--- src/rtl/core/pnc_pkg.sv ---
`timescale 1ns / 1ps
`default_nettype none
package pnc_pkg;

    typedef logic [31:0]       t_word;
    typedef logic [7:0][31:0]  t_state;   // [0] = a ... [7] = h
    typedef logic [15:0][31:0] t_win;     // [0] = W for the current round

    localparam int unsigned DIGITS   = 10;
    localparam int unsigned BCD_W    = 4 * DIGITS;
    localparam int unsigned CNT_W    = 7;
    localparam logic [6:0]  DIFF_RST = 7'd5;
    localparam logic [3:0]  ASCII_HI = 4'h3;   // upper nibble of '0'
    localparam logic [7:0]  PAD_BYTE = 8'h80;

    localparam t_state INIT_H = {
        32'h5be0cd19, 32'h1f83d9ab, 32'h9b05688c, 32'h510e527f,
        32'ha54ff53a, 32'h3c6ef372, 32'hbb67ae85, 32'h6a09e667
    };

    function automatic t_word k_at(input logic [5:0] idx);
        t_word r;
        case (idx)
            6'd0:  r = 32'h428a2f98; 6'd1:  r = 32'h71374491; 6'd2:  r = 32'hb5c0fbcf;
            6'd3:  r = 32'he9b5dba5; 6'd4:  r = 32'h3956c25b; 6'd5:  r = 32'h59f111f1;
            6'd6:  r = 32'h923f82a4; 6'd7:  r = 32'hab1c5ed5; 6'd8:  r = 32'hd807aa98;
            6'd9:  r = 32'h12835b01; 6'd10: r = 32'h243185be; 6'd11: r = 32'h550c7dc3;
            6'd12: r = 32'h72be5d74; 6'd13: r = 32'h80deb1fe; 6'd14: r = 32'h9bdc06a7;
            6'd15: r = 32'hc19bf174; 6'd16: r = 32'he49b69c1; 6'd17: r = 32'hefbe4786;
            6'd18: r = 32'h0fc19dc6; 6'd19: r = 32'h240ca1cc; 6'd20: r = 32'h2de92c6f;
            6'd21: r = 32'h4a7484aa; 6'd22: r = 32'h5cb0a9dc; 6'd23: r = 32'h76f988da;
            6'd24: r = 32'h983e5152; 6'd25: r = 32'ha831c66d; 6'd26: r = 32'hb00327c8;
            6'd27: r = 32'hbf597fc7; 6'd28: r = 32'hc6e00bf3; 6'd29: r = 32'hd5a79147;
            6'd30: r = 32'h06ca6351; 6'd31: r = 32'h14292967; 6'd32: r = 32'h27b70a85;
            6'd33: r = 32'h2e1b2138; 6'd34: r = 32'h4d2c6dfc; 6'd35: r = 32'h53380d13;
            6'd36: r = 32'h650a7354; 6'd37: r = 32'h766a0abb; 6'd38: r = 32'h81c2c92e;
            6'd39: r = 32'h92722c85; 6'd40: r = 32'ha2bfe8a1; 6'd41: r = 32'ha81a664b;
            6'd42: r = 32'hc24b8b70; 6'd43: r = 32'hc76c51a3; 6'd44: r = 32'hd192e819;
            6'd45: r = 32'hd6990624; 6'd46: r = 32'hf40e3585; 6'd47: r = 32'h106aa070;
            6'd48: r = 32'h19a4c116; 6'd49: r = 32'h1e376c08; 6'd50: r = 32'h2748774c;
            6'd51: r = 32'h34b0bcb5; 6'd52: r = 32'h391c0cb3; 6'd53: r = 32'h4ed8aa4a;
            6'd54: r = 32'h5b9cca4f; 6'd55: r = 32'h682e6ff3; 6'd56: r = 32'h748f82ee;
            6'd57: r = 32'h78a5636f; 6'd58: r = 32'h84c87814; 6'd59: r = 32'h8cc70208;
            6'd60: r = 32'h90befffa; 6'd61: r = 32'ha4506ceb; 6'd62: r = 32'hbef9a3f7;
            default: r = 32'hc67178f2;
        endcase
        return r;
    endfunction

    function automatic t_word rotr(input t_word x, input int unsigned n);
        return (x >> n) | (x << (32 - n));
    endfunction

    function automatic t_word bsig0(input t_word x);
        return rotr(x, 2) ^ rotr(x, 13) ^ rotr(x, 22);
    endfunction

    function automatic t_word bsig1(input t_word x);
        return rotr(x, 6) ^ rotr(x, 11) ^ rotr(x, 25);
    endfunction

    function automatic t_word ssig0(input t_word x);
        return rotr(x, 7) ^ rotr(x, 18) ^ (x >> 3);
    endfunction

    function automatic t_word ssig1(input t_word x);
        return rotr(x, 17) ^ rotr(x, 19) ^ (x >> 10);
    endfunction

endpackage
`default_nettype wire

--- src/rtl/core/pnc_round.sv ---
`timescale 1ns / 1ps
`default_nettype none
module pnc_round import pnc_pkg::*; #(
    parameter int unsigned NonceBits = 32,
    parameter int unsigned RoundIdx  = 0
) (
    input  wire logic                 i_clk,
    input  wire logic                 i_rst_n,
    input  wire logic                 i_valid,
    output logic                      o_ready,
    input  wire t_state               i_state,
    input  wire t_win                 i_win,
    input  wire logic [NonceBits-1:0] i_nonce,
    output logic                      o_valid,
    input  wire logic                 i_ready,
    output t_state                    o_state,
    output t_win                      o_win,
    output logic [NonceBits-1:0]      o_nonce
);

    localparam t_word K = k_at(6'(RoundIdx));

    logic                 r_valid;
    t_state               r_state;
    t_win                 r_win;
    logic [NonceBits-1:0] r_nonce;
    logic                 en;
    t_word                t1;
    t_word                t2;
    t_word                w_new;
    t_state               n_state;
    t_win                 n_win;

    assign en      = !r_valid || i_ready;
    assign o_ready = en;

    always_comb begin
        t1 = i_state[7] + bsig1(i_state[4])
           + ((i_state[4] & i_state[5]) ^ (~i_state[4] & i_state[6]))
           + K + i_win[0];
        t2 = bsig0(i_state[0])
           + ((i_state[0] & i_state[1]) ^ (i_state[0] & i_state[2])
              ^ (i_state[1] & i_state[2]));
        n_state    = {i_state[6:4], i_state[3] + t1, i_state[2:0], t1 + t2};
        w_new      = ssig1(i_win[14]) + i_win[9] + ssig0(i_win[1]) + i_win[0];
        n_win      = {w_new, i_win[15:1]};
    end

    always_ff @(posedge i_clk) begin
        if (!i_rst_n) begin
            r_valid <= 1'b0;
        end else if (en) begin
            r_valid <= i_valid;
        end
    end

    always_ff @(posedge i_clk) begin
        if (en) begin
            r_state <= n_state;
            r_win   <= n_win;
            r_nonce <= i_nonce;
        end
    end

    assign o_valid = r_valid;
    assign o_state = r_state;
    assign o_win   = r_win;
    assign o_nonce = r_nonce;

endmodule
`default_nettype wire

--- config.mk ---
export PLATFORM = sky130hd
export DESIGN_NAME = pnc_round
export DESIGN_NICKNAME = d
export VERILOG_FILES = /design/src/rtl/core/pnc_pkg.sv /design/src/rtl/core/pnc_round.sv
export SDC_FILE = /design/constraint.sdc
export NUM_CORES = 1
export LEC_CHECK = 0
export ABC_AREA = 0
export CAP_MARGIN = 20
export CORE_AREA = 2 2 628 630
export CTS_CLUSTER_SIZE = 8
export DETAILED_ROUTE_END_ITERATION = 7
export DIE_AREA = 0 0 630 632
export DONT_BUFFER_PORTS = 1
export SYNTH_ARGS = -nofsm -noshare
export SYNTH_HDL_FRONTEND = slang
export SYNTH_SLANG_ARGS = --single-unit
export TNS_END_PERCENT = 20
--- constraint.sdc ---
create_clock -name i_clk -period 22.9 [get_ports i_clk]
set_input_delay 1.145 -clock i_clk [delete_from_list [all_inputs] [get_ports i_clk]]
set_output_delay 1.145 -clock i_clk [all_outputs]
set_load 0.01 [all_outputs]
==> flow_summary.yaml <==
detailed_routing:
  drt-vias-per-instance: 3.00
  vias: 23700
  drc_errors: 0
  detailedRoute.firstPassIterationCount: 5
  drt_wl_total_um: 342000
  postRouteAntennaNets: 0
  first_iter_violations: 2304
  drt-wirelength-per-cell_um: 43.2
global_routing:
  number_of_antenna_violations_at_the_first_check_in_global_routing: 318
  grt_pass1_vias: 22300
  overall_overflow_remaining_after_global_route: 0
  pin_count_of_the_biggest_net_entering_global_routing: 136
  first_pass_grt_wire_length_um: 390000
  global_route.usage.total_pct: 16.5
sta:
  relSlewSlack_pct: 4.95
  layout_setup_ws_ns: 14.63
  clock_skew_ns: 0.0404
  clock.fmax_mhz: 121
  report.final.slew_viol_count: 0
  hold_viol: 0
  setup_repair_after_global_routing_missed_its_margin: "false"
  post_route_setup_tns_ns: 0
  report.final.setup_viol: 0
  worst_pin_slew_ns: 1.41
  finalCritPeriodShare_pct: 36.1
  fin_crit_ns: 8.27
synth:
  yosys_register_bits: 801
  synth_top_area_cell: "sky130_fd_sc_hd__edfxtp_1"
  net_count_synth: 3505
  syn_area_per_cell_um2: 15.6
  synth_area_leaders: "sky130_fd_sc_hd__edfxtp_1, sky130_fd_sc_hd__fa_1, sky130_fd_sc_hd__xnor2_1"
  yosys_warnings: 0
  yosysUniqueCellTypes: 66
  most_used_flip_flop_cell_after_synthesis: "sky130_fd_sc_hd__edfxtp_1"
  synth_seq_area_share_pct: 64.6
  netlist_area_mm2: 0.0372
  yosysMostFrequentCell: "sky130_fd_sc_hd__edfxtp_1"
  syn-instance-count: 2392
  synth-edff-count: 800
  yosys-top-cells-count: "sky130_fd_sc_hd__edfxtp_1, sky130_fd_sc_hd__inv_1, sky130_fd_sc_hd__xnor2_1"
  synth_largest_type_area_fraction_pct: 64.6
  synth-async-reset-ratio_pct: 0
cts:
  postCtsSetupBuffers: 0
  ctsHoldBuffers: 0
  ctsLongestPathBuffers: 4
  tritoncts: "yes"
  htree_num_levels: 4
  cts.sinks: 801
  clk_root_buffer_cell: "sky130_fd_sc_hd__clkbuf_16"
  cts.reportedPaths.clkPinSlew_ns: 0.06
  clkLatencyLatePin_ns: 0.87
  cts-resized-gates: 0
  cts_inserted_buffers: 139
run:
  number_of_maximum_capacitance_constraint_violations: 0
setup_path:
  cp_slowest_cell: "sky130_fd_sc_hd__nor4b_1"
  critPathLaunchType: "input port"
  cp_num_buf_inv: 1
  worst_path_largest_cell_delay_ns: 0.81
  cp_max_fo: 5
  crit_family: "compound AO/OA/AOI/OAI gates"
  crit_type: "in -> reg"
  arrival_time_at_the_worst_endpoint_ns: 8.84
  critical_path_required_ns: 23.47
  end_kind: "flip-flop"
die:
  die_width_um: 630
  die-height_um: 632
  pin_count: 1606
  die_area_mm2: 0.398
  placement_rows: 230
  area_inside_the_core_boundary_mm2: 0.391
  floorplan.initialDensity_pct: 9.50
outcome:
  run_status: "complete, no violations"
pwr:
  power.total_mw: 8.37
  static-leakage-power_nw: 17.1
  p_per_area_mw_per_mm2: 174
  peakVddDrop_mv: 0.126
place:
  post_detail_place_hpwl_um: 301000
  port-buffer-count: 0
  gp_routability_congestion: 1.06
  pre_cts_slack_ns: 13.81
layout:
  layout.nets: 3659
  synthToLayoutAreaGrowth_pct: 29.6
  share_of_cells_above_drive_strength_1_pct: 9.01
  final_util_pct: 12.3
hold_path:
  hold_path_class: "in -> reg"
==> final timing paths <==
kind / startpoint / end / slack [ns] / cells after the start
setup / recovery: i_state[141] / o_state[159] / 14.63 / 27
hold / removal: i_state[219] / o_state[251] / 0.37 / 0
setup reg to reg: o_valid / o_win[65] / 17.12 / 7
hold reg to reg: o_valid / o_state[89] / 1.18 / 1
==> cells by family (layout without fill, tap and decap cells) <==
| logic type | Yosys count | after routing | share of synthesized area, % |
|---|---|---|---|
| multiplexers | 32 | 32 | 0.942 |
| XOR/XNOR | 366 | 366 | 8.62 |
| adder cells (fa/ha/maj) | 312 | 312 | 13.6 |
| buffers and inverters | 336 | 552 | 3.39 |
| flip-flops | 801 | 801 | 64.6 |
| AND/OR/NAND/NOR | 206 | 206 | 2.65 |
| AO/OA/AOI/OAI | 339 | 339 | 6.13 |
| other | 0 | 90 | 0 |
==> per-layer routing <==
metal  GRT usage (%)  share of wire (%)  routed length, µm
met1            15.7                 32             109000
met2            30.0                 51             175000
met4            6.76                4.9              16900
met3            8.11                 12              40500
met5               0               0.11                361
==> registers in the layout, summed over array words and instances, names as in the netlist <==
| name | count |
|---|---|
| o_state | 256 |
| o_valid | 1 |
| o_nonce | 32 |
| o_win | 512 |
==> final cells by class <==
type,count,area [µm²]
Antenna cell,90,225
Clock buffer,157,3610
Clock inverter,46,517
Fill cell,44000,343000
Inverter,329,1230
Multi-Input combinational cell,1255,11900
Sequential cell,801,24000
Tap cell,5220,6530
Timing Repair Buffer,20,163
==> stage by stage <==
step	cell area (µm²)	instances	hold slack, ns
floorplan	37200	2392	1.24
global placement	43900	7624	1.20
detailed placement	43900	7624	1.21
CTS	48000	7827	0.250
global route	48100	7885	0.287
finish	48200	7918	0.371
==> worst register-to-register path, stage by stage, from the launching register on <==
cell                       delay (ns)
sky130_fd_sc_hd__dfxtp_1         0.40
sky130_fd_sc_hd__nand2b_4        0.52
sky130_fd_sc_hd__buf_4           0.74
sky130_fd_sc_hd__buf_4           0.76
sky130_fd_sc_hd__buf_4           0.90
sky130_fd_sc_hd__buf_4           0.60
sky130_fd_sc_hd__buf_4           0.76
sky130_fd_sc_hd__buf_4           0.71
==> layout by cell type (no fill, tap or decap), types with 14 or more instances in the layout <==
master | synthesis | final
sky130_fd_sc_hd__diode_2 | 0 | 90
sky130_fd_sc_hd__o21bai_1 | 21 | 21
sky130_fd_sc_hd__xor2_1 | 129 | 129
sky130_fd_sc_hd__o21a_1 | 20 | 20
sky130_fd_sc_hd__nand3_1 | 20 | 20
sky130_fd_sc_hd__fa_1 | 157 | 157
sky130_fd_sc_hd__inv_1 | 329 | 329
sky130_fd_sc_hd__edfxtp_1 | 800 | 800
sky130_fd_sc_hd__nor2_1 | 69 | 69
sky130_fd_sc_hd__ha_1 | 152 | 152
sky130_fd_sc_hd__clkinv_1 | 0 | 14
sky130_fd_sc_hd__nand2_1 | 44 | 44
sky130_fd_sc_hd__and3_1 | 17 | 17
sky130_fd_sc_hd__a21o_1 | 72 | 72
sky130_fd_sc_hd__xnor2_1 | 237 | 237
sky130_fd_sc_hd__mux2_2 | 24 | 24
sky130_fd_sc_hd__buf_4 | 0 | 18
sky130_fd_sc_hd__a21oi_1 | 76 | 76
sky130_fd_sc_hd__o21ai_0 | 68 | 68
sky130_fd_sc_hd__clkbuf_16 | 0 | 142
sky130_fd_sc_hd__clkbuf_1 | 6 | 15
==> power breakdown <==
group,leakage (nW),switching (mW),internal [mW]
Clock,2.01,0.828,1.21
Sequential,8.30,0.469,2.04
Combinational,6.82,2.34,1.48
Total,17.1,3.64,4.73
Power figures use the tool's default switching activity.
