File: src/rtl/core/pnc_pkg.sv
`timescale 1ns / 1ps
`default_nettype none
package pnc_pkg;

    typedef logic [31:0]       t_word;
    typedef logic [7:0][31:0]  t_state;   // [0] = a ... [7] = h
    typedef logic [15:0][31:0] t_win;     // [0] = W for the current round

    localparam int unsigned DIGITS   = 10;
    localparam int unsigned BCD_W    = 4 * DIGITS;
    localparam int unsigned CNT_W    = 7;
    localparam logic [6:0]  DIFF_RST = 7'd5;
    localparam logic [3:0]  ASCII_HI = 4'h3;   // upper nibble of '0'
    localparam logic [7:0]  PAD_BYTE = 8'h80;

    localparam t_state INIT_H = {
        32'h5be0cd19, 32'h1f83d9ab, 32'h9b05688c, 32'h510e527f,
        32'ha54ff53a, 32'h3c6ef372, 32'hbb67ae85, 32'h6a09e667
    };

    function automatic t_word k_at(input logic [5:0] idx);
        t_word r;
        case (idx)
            6'd0:  r = 32'h428a2f98; 6'd1:  r = 32'h71374491; 6'd2:  r = 32'hb5c0fbcf;
            6'd3:  r = 32'he9b5dba5; 6'd4:  r = 32'h3956c25b; 6'd5:  r = 32'h59f111f1;
            6'd6:  r = 32'h923f82a4; 6'd7:  r = 32'hab1c5ed5; 6'd8:  r = 32'hd807aa98;
            6'd9:  r = 32'h12835b01; 6'd10: r = 32'h243185be; 6'd11: r = 32'h550c7dc3;
            6'd12: r = 32'h72be5d74; 6'd13: r = 32'h80deb1fe; 6'd14: r = 32'h9bdc06a7;
            6'd15: r = 32'hc19bf174; 6'd16: r = 32'he49b69c1; 6'd17: r = 32'hefbe4786;
            6'd18: r = 32'h0fc19dc6; 6'd19: r = 32'h240ca1cc; 6'd20: r = 32'h2de92c6f;
            6'd21: r = 32'h4a7484aa; 6'd22: r = 32'h5cb0a9dc; 6'd23: r = 32'h76f988da;
            6'd24: r = 32'h983e5152; 6'd25: r = 32'ha831c66d; 6'd26: r = 32'hb00327c8;
            6'd27: r = 32'hbf597fc7; 6'd28: r = 32'hc6e00bf3; 6'd29: r = 32'hd5a79147;
            6'd30: r = 32'h06ca6351; 6'd31: r = 32'h14292967; 6'd32: r = 32'h27b70a85;
            6'd33: r = 32'h2e1b2138; 6'd34: r = 32'h4d2c6dfc; 6'd35: r = 32'h53380d13;
            6'd36: r = 32'h650a7354; 6'd37: r = 32'h766a0abb; 6'd38: r = 32'h81c2c92e;
            6'd39: r = 32'h92722c85; 6'd40: r = 32'ha2bfe8a1; 6'd41: r = 32'ha81a664b;
            6'd42: r = 32'hc24b8b70; 6'd43: r = 32'hc76c51a3; 6'd44: r = 32'hd192e819;
            6'd45: r = 32'hd6990624; 6'd46: r = 32'hf40e3585; 6'd47: r = 32'h106aa070;
            6'd48: r = 32'h19a4c116; 6'd49: r = 32'h1e376c08; 6'd50: r = 32'h2748774c;
            6'd51: r = 32'h34b0bcb5; 6'd52: r = 32'h391c0cb3; 6'd53: r = 32'h4ed8aa4a;
            6'd54: r = 32'h5b9cca4f; 6'd55: r = 32'h682e6ff3; 6'd56: r = 32'h748f82ee;
            6'd57: r = 32'h78a5636f; 6'd58: r = 32'h84c87814; 6'd59: r = 32'h8cc70208;
            6'd60: r = 32'h90befffa; 6'd61: r = 32'ha4506ceb; 6'd62: r = 32'hbef9a3f7;
            default: r = 32'hc67178f2;
        endcase
        return r;
    endfunction

    function automatic t_word rotr(input t_word x, input int unsigned n);
        return (x >> n) | (x << (32 - n));
    endfunction

    function automatic t_word bsig0(input t_word x);
        return rotr(x, 2) ^ rotr(x, 13) ^ rotr(x, 22);
    endfunction

    function automatic t_word bsig1(input t_word x);
        return rotr(x, 6) ^ rotr(x, 11) ^ rotr(x, 25);
    endfunction

    function automatic t_word ssig0(input t_word x);
        return rotr(x, 7) ^ rotr(x, 18) ^ (x >> 3);
    endfunction

    function automatic t_word ssig1(input t_word x);
        return rotr(x, 17) ^ rotr(x, 19) ^ (x >> 10);
    endfunction

endpackage
`default_nettype wire

File: src/rtl/core/pnc_dec.sv
`timescale 1ns / 1ps
`default_nettype none
module pnc_dec import pnc_pkg::*; #(
    parameter int unsigned NonceBits = 32
) (
    input  wire logic                 i_clk,
    input  wire logic                 i_rst_n,
    input  wire logic                 i_valid,
    output logic                      o_ready,
    input  wire logic [NonceBits-1:0] i_nonce,
    output logic                      o_valid,
    input  wire logic                 i_ready,
    output t_win                      o_win,
    output logic [NonceBits-1:0]      o_nonce
);

    // shift-and-add-3 conversion, one binary bit per stage
    logic                 r_v     [NonceBits];
    logic [BCD_W-1:0]     r_bcd   [NonceBits];
    logic [NonceBits-1:0] r_bin   [NonceBits];
    logic [NonceBits-1:0] r_nonce [NonceBits];
    logic                 en      [NonceBits];
    logic                 pad_en;

    logic                 r_pv;
    t_win                 r_win;
    logic [NonceBits-1:0] r_pnonce;

    assign o_ready = en[0];

    for (genvar k = 0; k < NonceBits; k++) begin : g_dd
        logic                 in_v;
        logic [BCD_W-1:0]     in_bcd;
        logic [NonceBits-1:0] in_bin;
        logic [NonceBits-1:0] in_nonce;
        logic [BCD_W-1:0]     adj;
        logic                 nx_en;

        if (k == 0) begin : g_src0
            assign in_v     = i_valid;
            assign in_bcd   = '0;
            assign in_bin   = i_nonce;
            assign in_nonce = i_nonce;
        end else begin : g_srcn
            assign in_v     = r_v[k-1];
            assign in_bcd   = r_bcd[k-1];
            assign in_bin   = r_bin[k-1];
            assign in_nonce = r_nonce[k-1];
        end

        if (k == NonceBits - 1) begin : g_last
            assign nx_en = pad_en;
        end else begin : g_mid
            assign nx_en = en[k+1];
        end

        assign en[k] = !r_v[k] || nx_en;

        always_comb begin
            adj = in_bcd;
            for (int j = 0; j < DIGITS; j++) begin
                if (in_bcd[4*j +: 4] >= 4'd5) begin
                    adj[4*j +: 4] = in_bcd[4*j +: 4] + 4'd3;
                end
            end
        end

        always_ff @(posedge i_clk) begin
            if (!i_rst_n) begin
                r_v[k] <= 1'b0;
            end else if (en[k]) begin
                r_v[k] <= in_v;
            end
        end

        always_ff @(posedge i_clk) begin
            if (en[k]) begin
                r_bcd[k]   <= {adj[BCD_W-2:0], in_bin[NonceBits-1]};
                r_bin[k]   <= {in_bin[NonceBits-2:0], 1'b0};
                r_nonce[k] <= in_nonce;
            end
        end
    end

    // message block from the decimal digits
    logic [BCD_W-1:0] dig;
    logic [3:0]       len;
    logic [3:0]       di;
    logic [7:0]       msg [11];
    t_win             n_win;

    assign dig    = r_bcd[NonceBits-1];
    assign pad_en = !r_pv || i_ready;

    always_comb begin
        len = 4'd1;
        di  = '0;
        for (int j = 1; j < DIGITS; j++) begin
            if (dig[4*j +: 4] != 4'd0) begin
                len = 4'(j + 1);
            end
        end
        for (int p = 0; p < 11; p++) begin
            di = len - 4'(p) - 4'd1;
            if (4'(p) < len) begin
                msg[p] = {ASCII_HI, dig[4*di +: 4]};
            end else if (4'(p) == len) begin
                msg[p] = PAD_BYTE;
            end else begin
                msg[p] = 8'h00;
            end
        end
        n_win     = '0;
        n_win[0]  = {msg[0], msg[1], msg[2], msg[3]};
        n_win[1]  = {msg[4], msg[5], msg[6], msg[7]};
        n_win[2]  = {msg[8], msg[9], msg[10], 8'h00};
        n_win[15] = {25'd0, len, 3'd0};
    end

    always_ff @(posedge i_clk) begin
        if (!i_rst_n) begin
            r_pv <= 1'b0;
        end else if (pad_en) begin
            r_pv <= r_v[NonceBits-1];
        end
    end

    always_ff @(posedge i_clk) begin
        if (pad_en) begin
            r_win    <= n_win;
            r_pnonce <= r_nonce[NonceBits-1];
        end
    end

    assign o_valid = r_pv;
    assign o_win   = r_win;
    assign o_nonce = r_pnonce;

endmodule
`default_nettype wire

File: config.mk
export PLATFORM = sky130hd
export DESIGN_NAME = pnc_dec
export DESIGN_NICKNAME = d
export VERILOG_FILES = /design/src/rtl/core/pnc_pkg.sv /design/src/rtl/core/pnc_dec.sv
export SDC_FILE = /design/constraint.sdc
export NUM_CORES = 2
export LEC_CHECK = 0
export BUFFER_PORTS_ARGS = -buffer_cell sky130_fd_sc_hd__buf_2
export CELL_PAD_IN_SITES_DETAIL_PLACEMENT = 0
export CELL_PAD_IN_SITES_GLOBAL_PLACEMENT = 1
export CORE_ASPECT_RATIO = 0.75
export CORE_MARGIN = 10
export CORE_UTILIZATION = 54
export CTS_CLUSTER_SIZE = 16
export DETAILED_ROUTE_END_ITERATION = 8
export PLACE_DENSITY_LB_ADDON = 0.1
export SETUP_SLACK_MARGIN = 0.5
export SLEW_MARGIN = 10
export SYNTH_ARGS = -nofsm -noshare
export SYNTH_HDL_FRONTEND = slang
export SYNTH_SLANG_ARGS = --single-unit
File: constraint.sdc
create_clock -name i_clk -period 13.45 [get_ports i_clk]
set_input_delay 1.345 -clock i_clk [delete_from_list [all_inputs] [get_ports i_clk]]
set_output_delay 1.345 -clock i_clk [all_outputs]
set_load 0.01 [all_outputs]
==> summary.md <==
| Metric | Value |
|---|---|
| Port-buffer cells | 150 |
| Met1 track utilization from global routing | 20.8% |
| Critical-path cell list | buf_2 > nor2b_4 > inv_4 > nor3_2 > and2_1 > and3_1 > inv_2 > buf_4 > nor3_1 > and2_1 > inv_1 > nor2_2 > nand2_1 > buf_4 > buf_2 |
| IO Pins | 582 |
| Cell family with most CP delay | simple AND/OR/NAND/NOR gates |
| FMAX | around 0.16 GHz |
| Setup violators final | 0 |
| CP Class | input port to output port |
| Critical path buffer and inverter count | 7 |
| HP Class | flop to flop |
| Critical Path Source | i_ready |
| Post-synth EDFFs | 1802 |
| Worst Tran Pin Value | about 1.1 ns |
| Skew-Pair Late Insertion Delay | 0.78 ns |
| Seq pwr share | between 40% and 50% |
| Clock Skews | 0.0159 ns |
| Total gr overflow | 0 |
| Crit path launch type | input port |
| R2r startpoint | r_bcd[1][609] |
| Vias | 36399 |
| Avg Inst Size Synth | 14.6 um2 |
| Post-route ant nets | 0 |
| Slew Viols, Final | 0 |
| Share of cells above drive strength 1 | 8.75% |
| RePlAce Congestion | 0.871 |
| Cells after Synth | ~5200 |
| Sequential area share after synthesis | 71.3% |
| TritonCTS Sinks | 1804 |
| Met2 global-route usage | 23.4% |
| Root Driver | clkbuf_16 |
| Starting density of the core | 54.2% |
| Post-route setup TNS | 0 ns |
| Worst Path Required | 12.10 ns |
| CP max-delay cell | nor3_2 |
| M3 GR Usage | under 10% |
| Sw Ratio | roughly 31% |
| Primary FF master, synth | edfxtp_1 |
| Clock power share | between 20% and 30% |
| Die outline height | 345 um |
| Internal power | 12300 uW |
| DRT Wirelength | 118000 um |
| Combinational share of power | 25.5% |
| Synth unique cells | 74 |
| Synth Warn # | 0 |
| Die width | 453 um |
| Avg WL per Cell | between 15 and 20 um |
| First-pass GRT wire length | 187000 um |
| Rel. slew slack | 26.4% |
| Final critical-path required period | 6.42 ns |
| Initial detailed-routing violation count | roughly 2200 |
| Dpl hpwl | 82300 um |
| Reg clk slew, reported paths | about 0.060 ns |
| Post-CTS repair timing setup buffer count | 0 |
| Worst Path Max Fanout | 52 |
| Post-CTS Hold Fix Bufs | 0 |
| FP Rows | 119 |
| CORE AREA | around 140000 um2 |
| Clock Path Buffers | 3 |
| Unrepaired setup endpoints after global routing | false |
| Initial antenna violation count | 1 |
| Post-route DRC | 0 |
| Synthesis-to-finish area growth | 9.08% |
| Nets | 5872 |
| HP Start | r_nonce[10][13] |
| Worst endpoint data arrival time | 5.08 ns |
| Switching power | 5400 uW |
| CTS resizes | 0 |
| Die area | 156000 um2 |
| Gr usage total | 14.8% |
| CP peak stage delay | 0.47 ns |
| Pre-antenna DRT Iters | 5 |
| CTS tree | yes |
| Vias per cell | 4.84 |
| CTS Buf Count | 167 |
| Mapped cell area | 75900 um2 |
| Crit end category | output port |
| Pwr per Cell Area | around 210 nW/um2 |
| FFs w/ async S/R, synth | 0% |
| Synth Register Bits | 1804 |
| CTS H-Tree Depth | 4 |
| Status | finished clean |
| Maxcap violations | 0 |
| Pleak | 0.0340 uW |
| Vias in the first global route | about 35000 |
| Largest net degree at the start of global routing | between 70 and 80 |
| Maximum VDD drop | ~0.14 mV |
| Final Hold Fails | 0 |
| Tcrit/Tclk final | 47.8% |
| Pwr Total | 17700 uW |
| Gr busiest metal | met2 |
[power by group through the flow]
stage | Sequential [uW] | Clock [uW] | Combinational, uW
after floorplan | 8460 | 0 | 3600
after global placement | 8690 | 0 | 4420
after detailed placement | 8720 | 0 | 4500
after CTS | 8610 | 4720 | 4530
after global routing | 8770 | 4940 | 5160
final | 8600 | 4560 | 4510
[sequential cells by signal, indices dropped and copies added, names as in the netlist]
| signal | cells |
|---|---|
| r_bcd | 659 |
| o_nonce | 32 |
| r_nonce | 1010 |
| o_win | 70 |
| o_valid | 1 |
| r_v | 32 |
[cells in the final DEF, fill, tap and decap left out, drive strengths merged, types with 74 or more instances in the layout]
master	Yosys	layout
edfxtp	1802	1802
nand2	652	652
conb	1	431
inv	348	358
ha	331	331
o21ai	326	326
nand2b	290	290
mux2i	201	201
clkbuf	9	201
nor2	194	194
buf	457	180
a21oi	172	172
xnor2	162	162
clkinv	1	74
[Yosys cell counts, drive strengths merged, types with 2 or more instances]
master / number / area [um2]
o211ai: 6 / 50.1
nand3b: 4 / 30.0
a21oi: 172 / 868
a22o: 4 / 35.0
a21o: 5 / 37.5
o21ai: 326 / 1650
buf: 457 / 3420
inv: 348 / 1310
nand4: 11 / 68.8
or3: 2 / 12.5
dfxtp: 2 / 40.0
edfxtp: 1802 / 54100
mux2i: 201 / 2020
mux4: 8 / 180
o21a: 2 / 22.5
or2: 2 / 12.5
nand2: 652 / 2450
o221ai: 13 / 114
nor4: 10 / 93.8
nand2b: 290 / 1810
mux2: 6 / 75.1
or4: 6 / 56.3
nor2: 194 / 756
and2: 14 / 87.6
ha: 331 / 4140
a221o: 5 / 50.1
nor3: 16 / 85.1
xnor2: 162 / 1450
clkbuf: 9 / 33.8
and3: 39 / 244
a22oi: 5 / 37.5
nand3: 46 / 235
o22ai: 11 / 68.8
a31oi: 3 / 18.8
nor2b: 3 / 26.3
o22a: 10 / 87.6
[worst paths after layout]
path	slack [ns]	depth (start not counted)	to
setup / recovery	7.03	15	o_ready
hold / removal	0.41	0	r_nonce[11][13]
setup reg to reg	8.51	11	o_win[19]
hold reg to reg	0.41	0	r_nonce[11][13]
[final cells by class]
type | count | area (um2)
repair buffers | 180 | 976
multi-input cells | 3003 | 18700
well taps | 1875 | 2350
clock inverters | 106 | 1010
inverters | 349 | 1320
diodes | 1 | 2.50
clock buffers | 201 | 4310
flip-flops and latches | 1804 | 54200
fillers | 10804 | 57300
[cell families (layout without fill, tap and decap cells)]
group	after synthesis	in the layout	synth area share (%)
xor gates and xnor gates	162	162	1.91
other	1	432	0.00494
muxes	215	215	2.99
buffers and inverters	815	836	6.28
AOI/OAI and AO/OA	571	571	4.12
DFF	1804	1804	71.3
adders and majority gates	331	331	5.45
and+or+nand+nor	1293	1293	7.91
[worst register-to-register path: stages (launching register included)]
cell and delay (ns):
edfxtp_1 0.46, or4_1 0.58, o211a_1 0.33, o21a_4 0.27
nor2_4 0.56, ha_1 0.72, inv_1 0.57, nand4_1 0.14
a22oi_1 0.32, mux2_4 0.38, or3b_1 0.37, o221ai_1 0.08
[stage by stage]
stage / utilization, % / hold slack [ns] / cells / cell area [um2] / setup WS [ns]
2_1_floorplan: - / 0.400 / 5622 / 77500 / 4.50
3_3_place_gp: 55.3 / 0.400 / 7211 / 77500 / 7.12
3_5_place_dp: 55.3 / 0.405 / 7211 / 77500 / 6.99
4_1_cts: 59.1 / 0.404 / 7518 / 82800 / 6.98
5_1_grt: 59.1 / 0.413 / 7519 / 82800 / 6.65
6_report: 59.1 / 0.409 / 7519 / 82800 / 7.03
[per-layer routing]
metal | vias to the layer above | wire length (um)
met1 | 17138 | 54900
met5 | - | 0
li1 | 18293 | -
met2 | 774 | 54500
met3 | 194 | 6000
met4 | 0 | 2680
(Power assumes the default switching activity.)
