==> src/rtl/core/pnc_pkg.sv <==
`timescale 1ns / 1ps
`default_nettype none
package pnc_pkg;

    typedef logic [31:0]       t_word;
    typedef logic [7:0][31:0]  t_state;   // [0] = a ... [7] = h
    typedef logic [15:0][31:0] t_win;     // [0] = W for the current round

    localparam int unsigned DIGITS   = 10;
    localparam int unsigned BCD_W    = 4 * DIGITS;
    localparam int unsigned CNT_W    = 7;
    localparam logic [6:0]  DIFF_RST = 7'd5;
    localparam logic [3:0]  ASCII_HI = 4'h3;   // upper nibble of '0'
    localparam logic [7:0]  PAD_BYTE = 8'h80;

    localparam t_state INIT_H = {
        32'h5be0cd19, 32'h1f83d9ab, 32'h9b05688c, 32'h510e527f,
        32'ha54ff53a, 32'h3c6ef372, 32'hbb67ae85, 32'h6a09e667
    };

    function automatic t_word k_at(input logic [5:0] idx);
        t_word r;
        case (idx)
            6'd0:  r = 32'h428a2f98; 6'd1:  r = 32'h71374491; 6'd2:  r = 32'hb5c0fbcf;
            6'd3:  r = 32'he9b5dba5; 6'd4:  r = 32'h3956c25b; 6'd5:  r = 32'h59f111f1;
            6'd6:  r = 32'h923f82a4; 6'd7:  r = 32'hab1c5ed5; 6'd8:  r = 32'hd807aa98;
            6'd9:  r = 32'h12835b01; 6'd10: r = 32'h243185be; 6'd11: r = 32'h550c7dc3;
            6'd12: r = 32'h72be5d74; 6'd13: r = 32'h80deb1fe; 6'd14: r = 32'h9bdc06a7;
            6'd15: r = 32'hc19bf174; 6'd16: r = 32'he49b69c1; 6'd17: r = 32'hefbe4786;
            6'd18: r = 32'h0fc19dc6; 6'd19: r = 32'h240ca1cc; 6'd20: r = 32'h2de92c6f;
            6'd21: r = 32'h4a7484aa; 6'd22: r = 32'h5cb0a9dc; 6'd23: r = 32'h76f988da;
            6'd24: r = 32'h983e5152; 6'd25: r = 32'ha831c66d; 6'd26: r = 32'hb00327c8;
            6'd27: r = 32'hbf597fc7; 6'd28: r = 32'hc6e00bf3; 6'd29: r = 32'hd5a79147;
            6'd30: r = 32'h06ca6351; 6'd31: r = 32'h14292967; 6'd32: r = 32'h27b70a85;
            6'd33: r = 32'h2e1b2138; 6'd34: r = 32'h4d2c6dfc; 6'd35: r = 32'h53380d13;
            6'd36: r = 32'h650a7354; 6'd37: r = 32'h766a0abb; 6'd38: r = 32'h81c2c92e;
            6'd39: r = 32'h92722c85; 6'd40: r = 32'ha2bfe8a1; 6'd41: r = 32'ha81a664b;
            6'd42: r = 32'hc24b8b70; 6'd43: r = 32'hc76c51a3; 6'd44: r = 32'hd192e819;
            6'd45: r = 32'hd6990624; 6'd46: r = 32'hf40e3585; 6'd47: r = 32'h106aa070;
            6'd48: r = 32'h19a4c116; 6'd49: r = 32'h1e376c08; 6'd50: r = 32'h2748774c;
            6'd51: r = 32'h34b0bcb5; 6'd52: r = 32'h391c0cb3; 6'd53: r = 32'h4ed8aa4a;
            6'd54: r = 32'h5b9cca4f; 6'd55: r = 32'h682e6ff3; 6'd56: r = 32'h748f82ee;
            6'd57: r = 32'h78a5636f; 6'd58: r = 32'h84c87814; 6'd59: r = 32'h8cc70208;
            6'd60: r = 32'h90befffa; 6'd61: r = 32'ha4506ceb; 6'd62: r = 32'hbef9a3f7;
            default: r = 32'hc67178f2;
        endcase
        return r;
    endfunction

    function automatic t_word rotr(input t_word x, input int unsigned n);
        return (x >> n) | (x << (32 - n));
    endfunction

    function automatic t_word bsig0(input t_word x);
        return rotr(x, 2) ^ rotr(x, 13) ^ rotr(x, 22);
    endfunction

    function automatic t_word bsig1(input t_word x);
        return rotr(x, 6) ^ rotr(x, 11) ^ rotr(x, 25);
    endfunction

    function automatic t_word ssig0(input t_word x);
        return rotr(x, 7) ^ rotr(x, 18) ^ (x >> 3);
    endfunction

    function automatic t_word ssig1(input t_word x);
        return rotr(x, 17) ^ rotr(x, 19) ^ (x >> 10);
    endfunction

endpackage
`default_nettype wire

==> src/rtl/core/pnc_fin.sv <==
`timescale 1ns / 1ps
`default_nettype none
module pnc_fin import pnc_pkg::*; #(
    parameter int unsigned NonceBits = 32
) (
    input  wire logic                 i_clk,
    input  wire logic                 i_rst_n,
    input  wire logic                 i_valid,
    output logic                      o_ready,
    input  wire t_state               i_state,
    input  wire logic [NonceBits-1:0] i_nonce,
    input  wire logic [CNT_W-1:0]     i_difficulty,
    output logic                      o_valid,
    input  wire logic                 i_ready,
    output logic [NonceBits-1:0]      o_nonce,
    output logic [CNT_W-1:0]          o_count,
    output logic                      o_hit
);

    logic                 r_av;
    t_state               r_dig;
    logic [NonceBits-1:0] r_anonce;
    logic                 a_en;

    logic                 r_ov;
    logic [NonceBits-1:0] r_ononce;
    logic [CNT_W-1:0]     r_count;
    logic                 r_hit;
    logic                 o_en;

    logic [3:0]           wz [8];
    logic [CNT_W-1:0]     n_count;
    logic                 run;

    assign o_en    = !r_ov || i_ready;
    assign a_en    = !r_av || o_en;
    assign o_ready = a_en;

    // digest add
    always_ff @(posedge i_clk) begin
        if (!i_rst_n) begin
            r_av <= 1'b0;
        end else if (a_en) begin
            r_av <= i_valid;
        end
    end

    always_ff @(posedge i_clk) begin
        if (a_en) begin
            for (int j = 0; j < 8; j++) begin
                r_dig[j] <= INIT_H[j] + i_state[j];
            end
            r_anonce <= i_nonce;
        end
    end

    // leading zero nibbles: per word, then across words
    always_comb begin
        for (int j = 0; j < 8; j++) begin
            wz[j] = 4'd8;
            for (int q = 7; q >= 0; q--) begin
                if (r_dig[j][28-4*q +: 4] != 4'd0) begin
                    wz[j] = 4'(q);
                end
            end
        end
        n_count = '0;
        run     = 1'b1;
        for (int j = 0; j < 8; j++) begin
            if (run) begin
                n_count = n_count + CNT_W'(wz[j]);
                run     = (wz[j] == 4'd8);
            end
        end
    end

    always_ff @(posedge i_clk) begin
        if (!i_rst_n) begin
            r_ov <= 1'b0;
        end else if (o_en) begin
            r_ov <= r_av;
        end
    end

    always_ff @(posedge i_clk) begin
        if (o_en) begin
            r_ononce <= r_anonce;
            r_count  <= n_count;
            r_hit    <= (n_count == i_difficulty);
        end
    end

    assign o_valid = r_ov;
    assign o_nonce = r_ononce;
    assign o_count = r_count;
    assign o_hit   = r_hit;

endmodule
`default_nettype wire

==> config.mk <==
export PLATFORM = sky130hd
export DESIGN_NAME = pnc_fin
export DESIGN_NICKNAME = d
export VERILOG_FILES = /design/src/rtl/core/pnc_pkg.sv /design/src/rtl/core/pnc_fin.sv
export SDC_FILE = /design/constraint.sdc
export NUM_CORES = 1
export LEC_CHECK = 0
export ABC_CLOCK_PERIOD_IN_PS = 10800
export CAP_MARGIN = 20
export CORE_MARGIN = 5
export CORE_UTILIZATION = 33
export DETAILED_ROUTE_END_ITERATION = 8
export DONT_BUFFER_PORTS = 1
export PLACE_DENSITY_LB_ADDON = 0.25
export SLEW_MARGIN = 25
export SYNTH_ARGS = -nofsm -noshare
export SYNTH_HDL_FRONTEND = slang
export SYNTH_SLANG_ARGS = --single-unit
==> constraint.sdc <==
create_clock -name i_clk -period 10.8 [get_ports i_clk]
set_input_delay 1.62 -clock i_clk [delete_from_list [all_inputs] [get_ports i_clk]]
set_output_delay 1.62 -clock i_clk [all_outputs]
set_load 0.02 [all_outputs]
==> summary.md, run 1 <==
| Metric | Value |
|---|---|
| Cell area after synthesis | 17400 sq um |
| Critical path required time | 11080 ps |
| Clock Tree Root | clkbuf_16 |
| Core Util, Final | 37.1% |
| Most common cell after layout, fill and taps aside | edfxtp_1 |
| Die Span X | 239 um |
| Hold Crit Class | flip-flop to flip-flop |
| Relative slew slack | 33.4% |
| Die area | 57300 sq um |
| Die height | 239 um |
| Place WS | 1320 ps |
| Logic gate share of total power | 6.0% |
| Simple-gate area share of the yosys netlist | 15.7% |
| Power per cell area | 154 nW/um^2 |
| Xor-xnor portion of the synthesized cell area | 11.7% |
| TritonCTS Buffers | 37 |
| Largest net degree at the start of global routing | 84 |
| Wirelength, routed | 39.6 mm |
| Post-Syn Nets | 1790 |
| Arr. time, crit path | 9790 ps |
| Final WS setup | 1290 ps |
| DRC viols | 0 |
| Number of synthesized flops with an enable pin | 328 |
| Area grow syn2layout | 11.9% |
| Setup TNS | 0 ps |
| Post-synthesis mux area share | 0.792% |
| Commonest cells after routing, fill and taps aside | edfxtp_1 (328), nand2_1 (141), xnor2_1 (134) |
| Clock Latency Late Sink | 540 ps |
| Final min period | 9510 ps |
| Final nets | 1828 |
| Hold Vio Cnt, Final | 0 |
| Detailed Routing Iterations Pass 1 | 4 |
| Reg clk slew, reported paths | 60 ps |
| Setup Fix Bufs, Post-CTS | 0 |
| Initial DRC Count | 557 |
| Max-cap violations | 0 |
| Post-Synth Adder-Cell Area | 3.41% |
| RePlAce Congestion | 0.829 |
| Flip-flop and latch count after synthesis | 330 |
| I/O pin count | 341 |
| Vias/cell | 5.09 |
| CTS tree | built |
| H-Tree Level Count | 2 |
| Share of cells above drive strength 1 | 7.00% |
| RSZ-0062 raised after global routing | no |
| FMAX | 105 MHz |
| Hold buffers post-CTS | 0 |
| Synth Area in Compound Gates | 10.1% |
| IO Port Bufs | 0 |
| Sequential cell area fraction in the yosys report | 56.9% |
| Final worst path period share | 88.1% |
| Sequential power share | 53.2% |
| Combinational family with the most area after synthesis | simple AND/OR/NAND/NOR gates |
| NetSw | 628 uW |
| Crit path top cell by count | a21oi_1 |
| Vias in the first global route | 11.0k |
| Final hold slack | 417 ps |
| Worst setup SP type | flip-flop |
| Internal power | 2.37 mW |
| FP Rows | 84 |
| Syn. warnings | 0 |
| Final Max Slew Viols | 0 |
| Net Sw Frac | 20.9% |
| First-pass GRT wire length | 59.6 mm |
| Slowest cell on crit path | a31oi_1 |
| Ys async rst share | 0% |
| Initial antenna violation count | 0 |
| Skew final | 6.31 ps |
| Antenna-violating nets left | 0 |
| Max stage delay on crit path | 700 ps |
| Cts repair resizes | 0 |
| Clock tree buffer depth | 3 |
| Grt ovf | 0 |
| Slew @ Worst Pin | 999 ps |
| Cell count after synthesis | 1448 |
| Antenna fix cells | 0 |
| Initial core utilization | 33.2% |
| Vias after detailed routing | 11.2k |
| Worst Setup End Kind | flip-flop |
| Final setup fails | 0 |
| Core area | 52300 sq um |
| Main synth FF type | edfxtp_1 |
| Peak VDD IR | 0.0808 mV |
| Clock power frac | 40.8% |
| Post-synth top area share | 56.7% |
| CTS sink cnt | 330 |
| Post-synth top area cell | edfxtp_1 |
| CP Class | flip-flop to flip-flop |
| WL/cell | 18.0 um |
| Worst-path fanout max | 8 |
| GRT Total Usage | 13.2% |
| Synth cell types | 86 |
| Lkg Pwr | 7.13 nW |
| HPWL after DPL | 32.0 mm |
| Dominant cells by area after synthesis | edfxtp_1 (57%), xnor2_1 (6.8%), xor2_1 (5.0%) |
| Status | finished, final reports clean |
| Post-Syn Area per Cell | 12.0 sq um |
==> logic make-up (layout without fill, tap and decap cells) <==
family | count (synthesis) | in the layout
AND/OR/NAND/NOR | 514 | 514
flip-flops | 330 | 330
AO/OA/AOI/OAI | 261 | 261
XOR/XNOR | 233 | 233
buffers and inverters | 53 | 119
adder cells (fa/ha/maj) | 44 | 44
multiplexers | 13 | 13
==> cells in the mapped netlist, types with 24 or more instances <==
library cell	count
edfxtp_1	328
a21oi_1	61
nor3_1	36
o21ai_0	51
nor2b_1	27
nand2_1	142
xnor2_1	134
inv_1	42
xor2_1	99
nor4_1	55
ha_1	37
nor2_1	99
or4_1	24
==> area by class of cell <==
| type | instances | area, sq um |
|---|---|---|
| multi-input combinational | 1065 | 7270 |
| timing repair buffer | 8 | 60.1 |
| clock buffer | 46 | 970 |
| sequential | 330 | 9890 |
| clock inverter | 21 | 224 |
| tap | 688 | 861 |
| inverter | 44 | 165 |
| fill | 5021 | 32900 |
==> registers in the layout, summed over array words and instances, names as in the netlist <==
| name | count |
|---|---|
| r_dig | 256 |
| o_nonce | 32 |
| r_anonce | 32 |
| o_count | 7 |
| o_hit | 1 |
| o_valid | 1 |
| r_av | 1 |
==> critical path, delay by kind of cell (launching register included) <==
family / cells / cell delay [ps]
AOI/OAI and AO/OA: 14 / 3750
adders and majority gates: 7 / 2960
and+or+nand+nor: 7 / 1280
muxes: 3 / 460
xor gates and xnor gates: 3 / 450
DFF: 1 / 360
==> final timing paths <==
| kind | startpoint | endpoint | slack (ps) | cells past startpoint |
|---|---|---|---|---|
| worst max register to register | r_dig[9] | o_hit | 1290 | 34 |
| worst max-delay path | r_dig[9] | o_hit | 1290 | 34 |
| worst min-delay path | r_anonce[12] | o_nonce[12] | 420 | 0 |
| worst min register to register | r_anonce[12] | o_nonce[12] | 420 | 0 |
==> stage by stage <==
| step | area, sq um | instances | total power [mW] |
|---|---|---|---|
| final | 19400 | 2202 | 3.00 |
| after global routing | 19400 | 2202 | 3.14 |
| after CTS | 19400 | 2202 | 3.06 |
| after detailed placement | 18200 | 2135 | 1.81 |
| after global placement | 18200 | 2135 | 1.80 |
| after floorplan | 17400 | 1448 | 1.76 |
==> layer usage <==
layer | part of all wire (%) | wire [um] | track usage (%) | up-vias
met3 | 11 | 4250 | 6.49 | 60
li1 | - | - | - | 5528
met4 | 2.1 | 848 | 3.41 | 0
met2 | 47 | 18700 | 22.3 | 334
met1 | 40 | 15800 | 15.1 | 5294
met5 | 0 | 0 | 0 | -
==> power groups by stage <==
stage                     clock network [mW]  registers, mW  logic [mW]
after floorplan                            0           1.61       0.148
after global placement                     0           1.62       0.182
after detailed placement                   0           1.62       0.184
after CTS                               1.27           1.60       0.185
after global routing                    1.33           1.61       0.205
final                                   1.22           1.59       0.180
Note: power is estimated with default switching activity, not from simulation.
==> inputs of run 2 (changes only) <==
- CTS_BUF_LIST: not set -> sky130_fd_sc_hd__clkbuf_8
==> summary.md, run 2 (synthesis gave the netlist of run 1 again) <==
| Metric | Value |
|---|---|
| GRT Total Usage | 13.3% |
| Clock tree buffer depth | 3 |
| H-Tree Level Count | 2 |
| Largest net degree at the start of global routing | 84 |
| Die area | 57300 sq um |
| Clock Latency Late Sink | 620 ps |
| Max stage delay on crit path | 690 ps |
| Vias in the first global route | 11.2k |
| Met2 Use GR | 22.4% |
| Setup TNS | 0 ps |
| DP Area | 18200 sq um |
| TritonCTS Buffers | 55 |
| Die Span X | 239 um |
| Cts repair resizes | 0 |
| Met1 usage | 15.0% |
| Initial core utilization | 33.2% |
| FMAX | 105 MHz |
| Final nets | 1846 |
| IO Port Bufs | 0 |
| Status | finished, final reports clean |
| CTS sink cnt | 330 |
| Most heavily used metal layer in global routing | met2 |
| Final setup fails | 0 |
| Post-placement cell count | 2135 |
| Grt ovf | 0 |
| FP Rows | 84 |
| Arr. time, crit path | 9900 ps |
| Finished Cell Area | 19300 sq um |
| Share of cells above drive strength 1 | 7.65% |
| Initial DRC Count | 519 |
| Setup Fix Bufs, Post-CTS | 0 |
| Skew final | 28.7 ps |
| Slew @ Worst Pin | 1010 ps |
| I/O pin count | 341 |
| Vias/cell | 5.06 |
| DRC viols | 0 |
| Final Max Slew Viols | 0 |
| Power per cell area | 145 nW/um^2 |
| Hold buffers post-CTS | 0 |
| HPWL after DPL | 32.0 mm |
| Largest register FFs | 256 |
| CTS tree | built |
| CP Class | flip-flop to flip-flop |
| Antenna fix cells | 0 |
| Reg clk slew, reported paths | 60 ps |
| Worst setup SP type | flip-flop |
| Antenna-violating nets left | 0 |
| Crit path top cell by count | a21oi_1 |
| Biggest register | r_dig |
| Clock Tree Root | clkbuf_8 |
| Vias after detailed routing | 11.3k |
| Lkg Pwr | 7.14 nW |
| WL/cell | 17.9 um |
| Area grow syn2layout | 10.8% |
| Die height | 239 um |
| Worst Setup End Kind | flip-flop |
| Final min period | 9550 ps |
| Relative slew slack | 32.4% |
| Critical path required time | 11150 ps |
| Most common cell after layout, fill and taps aside | edfxtp_1 |
| RePlAce Congestion | 0.829 |
| Detailed Routing Iterations Pass 1 | 5 |
| Filler instances | 5025 |
| First-pass GRT wire length | 60.0 mm |
| Commonest cells after routing, fill and taps aside | edfxtp_1 (328), nand2_1 (141), xnor2_1 (134) |
| Worst-path fanout max | 8 |
| Slowest cell on crit path | a31oi_1 |
| Peak VDD IR | 0.0705 mV |
| M3 GR Usage | 6.77% |
| Hold Crit Class | flip-flop to flip-flop |
| RSZ-0062 raised after global routing | no |
| Hold Vio Cnt, Final | 0 |
| Max-cap violations | 0 |
| Initial antenna violation count | 0 |
| Post-route insts no fill | 2230 |
| Final worst path period share | 88.4% |
| Wirelength, routed | 39.9 mm |
| Core area | 52300 sq um |
-- run 2: report_power, final --
part           switching (mW)  internal (mW)  leakage, nW
combinational          0.0937         0.0868         3.06
sequential             0.0478           1.55         3.49
clock                   0.479          0.544        0.601
total                   0.621           2.18         7.14
-- run 2: final timing paths --
check / startpoint / to / slack, ps / depth (start not counted)
worst max-delay path: r_dig[9] / o_hit / 1250 / 34
worst min-delay path: r_anonce[12] / o_nonce[12] / 420 / 0
worst max register to register: r_dig[9] / o_hit / 1250 / 34
worst min register to register: r_anonce[12] / o_nonce[12] / 420 / 0
-- run 2: through the flow --
| stage | hold slack [ps] | power, mW | setup WS, ps | utilization (%) |
|---|---|---|---|---|
| after floorplan | 400 | 1.76 | 1350 | - |
| after global placement | 401 | 1.80 | 1610 | 34.9 |
| after detailed placement | 405 | 1.81 | 1320 | 34.9 |
| after CTS | 419 | 2.85 | 1260 | 36.8 |
| after global routing | 422 | 2.94 | 590 | 36.8 |
| final | 417 | 2.80 | 1250 | 36.8 |
-- run 2: critical path: cells and delay by family, from the launching register on --
| family | cells | cell delay [ps] |
|---|---|---|
| compound gates | 14 | 3750 |
| fa+ha+maj | 7 | 2960 |
| mux | 3 | 460 |
| flops | 1 | 370 |
| xor+xnor | 3 | 440 |
| simple gates | 7 | 1300 |
-- run 2: metal layers --
metal,vias up,wire length (um)
met1,5290,15700
met3,58,4640
met5,-,0
met4,0,801
met2,361,18800
li1,5570,-
-- run 2: final cells by class --
class / instances / area (sq um) / share of cell area (%)
clock buffers: 55 / 757 / 3.93
clock inverters: 40 / 255 / 1.33
inverters: 44 / 165 / 0.857
multi-input cells: 1065 / 7270 / 37.8
flip-flops and latches: 330 / 9890 / 51.3
well taps: 688 / 861 / 4.47
repair buffers: 8 / 60.1 / 0.312
==> inputs of run 3 (changes only) <==
- ABC_CLOCK_PERIOD_IN_PS: 10800 -> 9700
- CTS_BUF_LIST: sky130_fd_sc_hd__clkbuf_8 -> sky130_fd_sc_hd__clkbuf_16
- clock period: 10.8 -> 9.7 ns (I/O delays scaled with it)
==> summary.md, run 3 (synthesis gave the netlist of run 1 again) <==
| Metric | Value |
|---|---|
| Status | finished, final reports clean |
| Max-cap violations | 0 |
| Clock Latency Late Sink | 550 ps |
| IO Port Bufs | 0 |
| Core Util, Final | 37.6% |
| Vias after detailed routing | 11.3k |
| Critical path required time | 10000 ps |
| Commonest cells after routing, fill and taps aside | edfxtp_1 (328), nand2_1 (141), xnor2_1 (134) |
| Area grow syn2layout | 13.2% |
| Die area | 57300 sq um |
| WL/cell | 18.3 um |
| FP Rows | 84 |
| Hold Crit Class | flip-flop to flip-flop |
| Core area | 52300 sq um |
| Lkg Pwr | 7.23 nW |
| Clock Tree Root | clkbuf_16 |
| Worst setup SP type | flip-flop |
| Detailed Routing Iterations Pass 1 | 5 |
| Power per cell area | 175 nW/um^2 |
| Hold buffers post-CTS | 0 |
| Peak VDD IR | 0.0953 mV |
| Die Span X | 239 um |
| RePlAce Congestion | 0.870 |
| Final hold slack | 415 ps |
| DP Area | 18300 sq um |
| Clock tree buffer depth | 3 |
| Share of cells above drive strength 1 | 8.41% |
| Most heavily used metal layer in global routing | met2 |
| CTS tree | built |
| Final min period | 9040 ps |
| Worst Setup End Kind | flip-flop |
| Antenna-violating nets left | 0 |
| Biggest register | r_dig |
| Max stage delay on crit path | 570 ps |
| GRT Total Usage | 13.5% |
| Final nets | 1834 |
| Antenna fix cells | 0 |
| Initial antenna violation count | 0 |
| DRC viols | 0 |
| Slew @ Worst Pin | 940 ps |
| H-Tree Level Count | 2 |
| Slowest cell on crit path | or4_1 |
| Pwr Total | 3.44 mW |
| FMAX | 111 MHz |
| Grt ovf | 0 |
| Hold Vio Cnt, Final | 0 |
| Worst-path fanout max | 7 |
| Met2 Use GR | 22.1% |
| Hold Path Origin | r_anonce[1] |
| Initial DRC Count | 500 |
| Largest net degree at the start of global routing | 170 |
| Initial core utilization | 33.2% |
| Largest register FFs | 256 |
| M3 GR Usage | 6.31% |
| I/O pin count | 341 |
| Arr. time, crit path | 9340 ps |
| Skew final | 16.1 ps |
| Vias/cell | 5.10 |
| CTS sink cnt | 330 |
| Worst flop-to-flop path startpoint | r_dig[45] |
| TritonCTS Buffers | 38 |
| Final Max Slew Viols | 0 |
| Crit path top cell by count | ha_1 |
| First-pass GRT wire length | 60.9 mm |
| Crit path from | r_dig[45] |
| Relative slew slack | 37.4% |
| Reg clk slew, reported paths | 60 ps |
| Vias in the first global route | 11.1k |
| Wirelength, routed | 40.5 mm |
| Final setup fails | 0 |
| Die height | 239 um |
| CP Class | flip-flop to flip-flop |
| Finished Cell Area | 19700 sq um |
| HPWL after DPL | 32.1 mm |
| Setup TNS | 0 ps |
| Met1 usage | 16.1% |
| Final worst path period share | 93.2% |
| Most common cell after layout, fill and taps aside | edfxtp_1 |
==> run 3: changes by cell type in the layout (fill, tap and decap cells not counted), moves of 2 or more <==
cell | previous run | this run
nor4_4 | 1 | 3
inv_6 | 0 | 3
bufinv_16 | 3 | 6
clkinv_2 | 5 | 11
clkbuf_16 | 0 | 38
a31oi_4 | 0 | 2
nor4_1 | 55 | 49
nor4_2 | 6 | 10
buf_4 | 8 | 12
clkbuf_8 | 55 | 0
inv_1 | 65 | 43
==> run 3: path summary, 6_finish.rpt <==
| path | end | slack, ps | cells past startpoint |
|---|---|---|---|
| setup / recovery | o_hit | 660 | 39 |
| hold / removal | o_nonce[1] | 420 | 0 |
| setup reg to reg | o_hit | 660 | 39 |
| hold reg to reg | o_nonce[1] | 420 | 0 |
==> run 3: metal layers <==
metal / vias up / part of all wire [%]
met5: - / 0
met4: 0 / 2.2
met3: 65 / 11
met2: 352 / 47
met1: 5305 / 40
li1: 5548 / -
==> run 3: power by group <==
group	internal [mW]	switching [mW]
logic	0.0983	0.107
clock network	0.881	0.574
registers	1.72	0.0565
==> run 3: what timing repair did <==
action                     CTS  global route
setup buffers                0             3
setup endpoints to repair    0             3
resized for setup            0            14
==> run 3: area by class of cell <==
type	instances	area (sq um)
clock buffers	38	951
clock inverters	32	332
fillers	5035	32700
inverters	44	165
multi-input cells	1065	7360
flip-flops and latches	330	9890
well taps	688	861
repair buffers	13	110
==> run 3: stage by stage <==
stage,cells,setup slack [ps]
after floorplan,1448,579
after global routing,2210,-14.2
after detailed placement,2137,245
after global placement,2137,458
after CTS,2207,232
final,2210,659
==> run 3: worst max-delay path, delay by kind of cell, from the launching register on <==
kind            cells  cell delay (ps)
simple gates        9             1690
mux                 3              660
flops               1              350
xor+xnor            6             1080
compound gates     13             2770
fa+ha+maj           7             2160
buf+inv             1               90
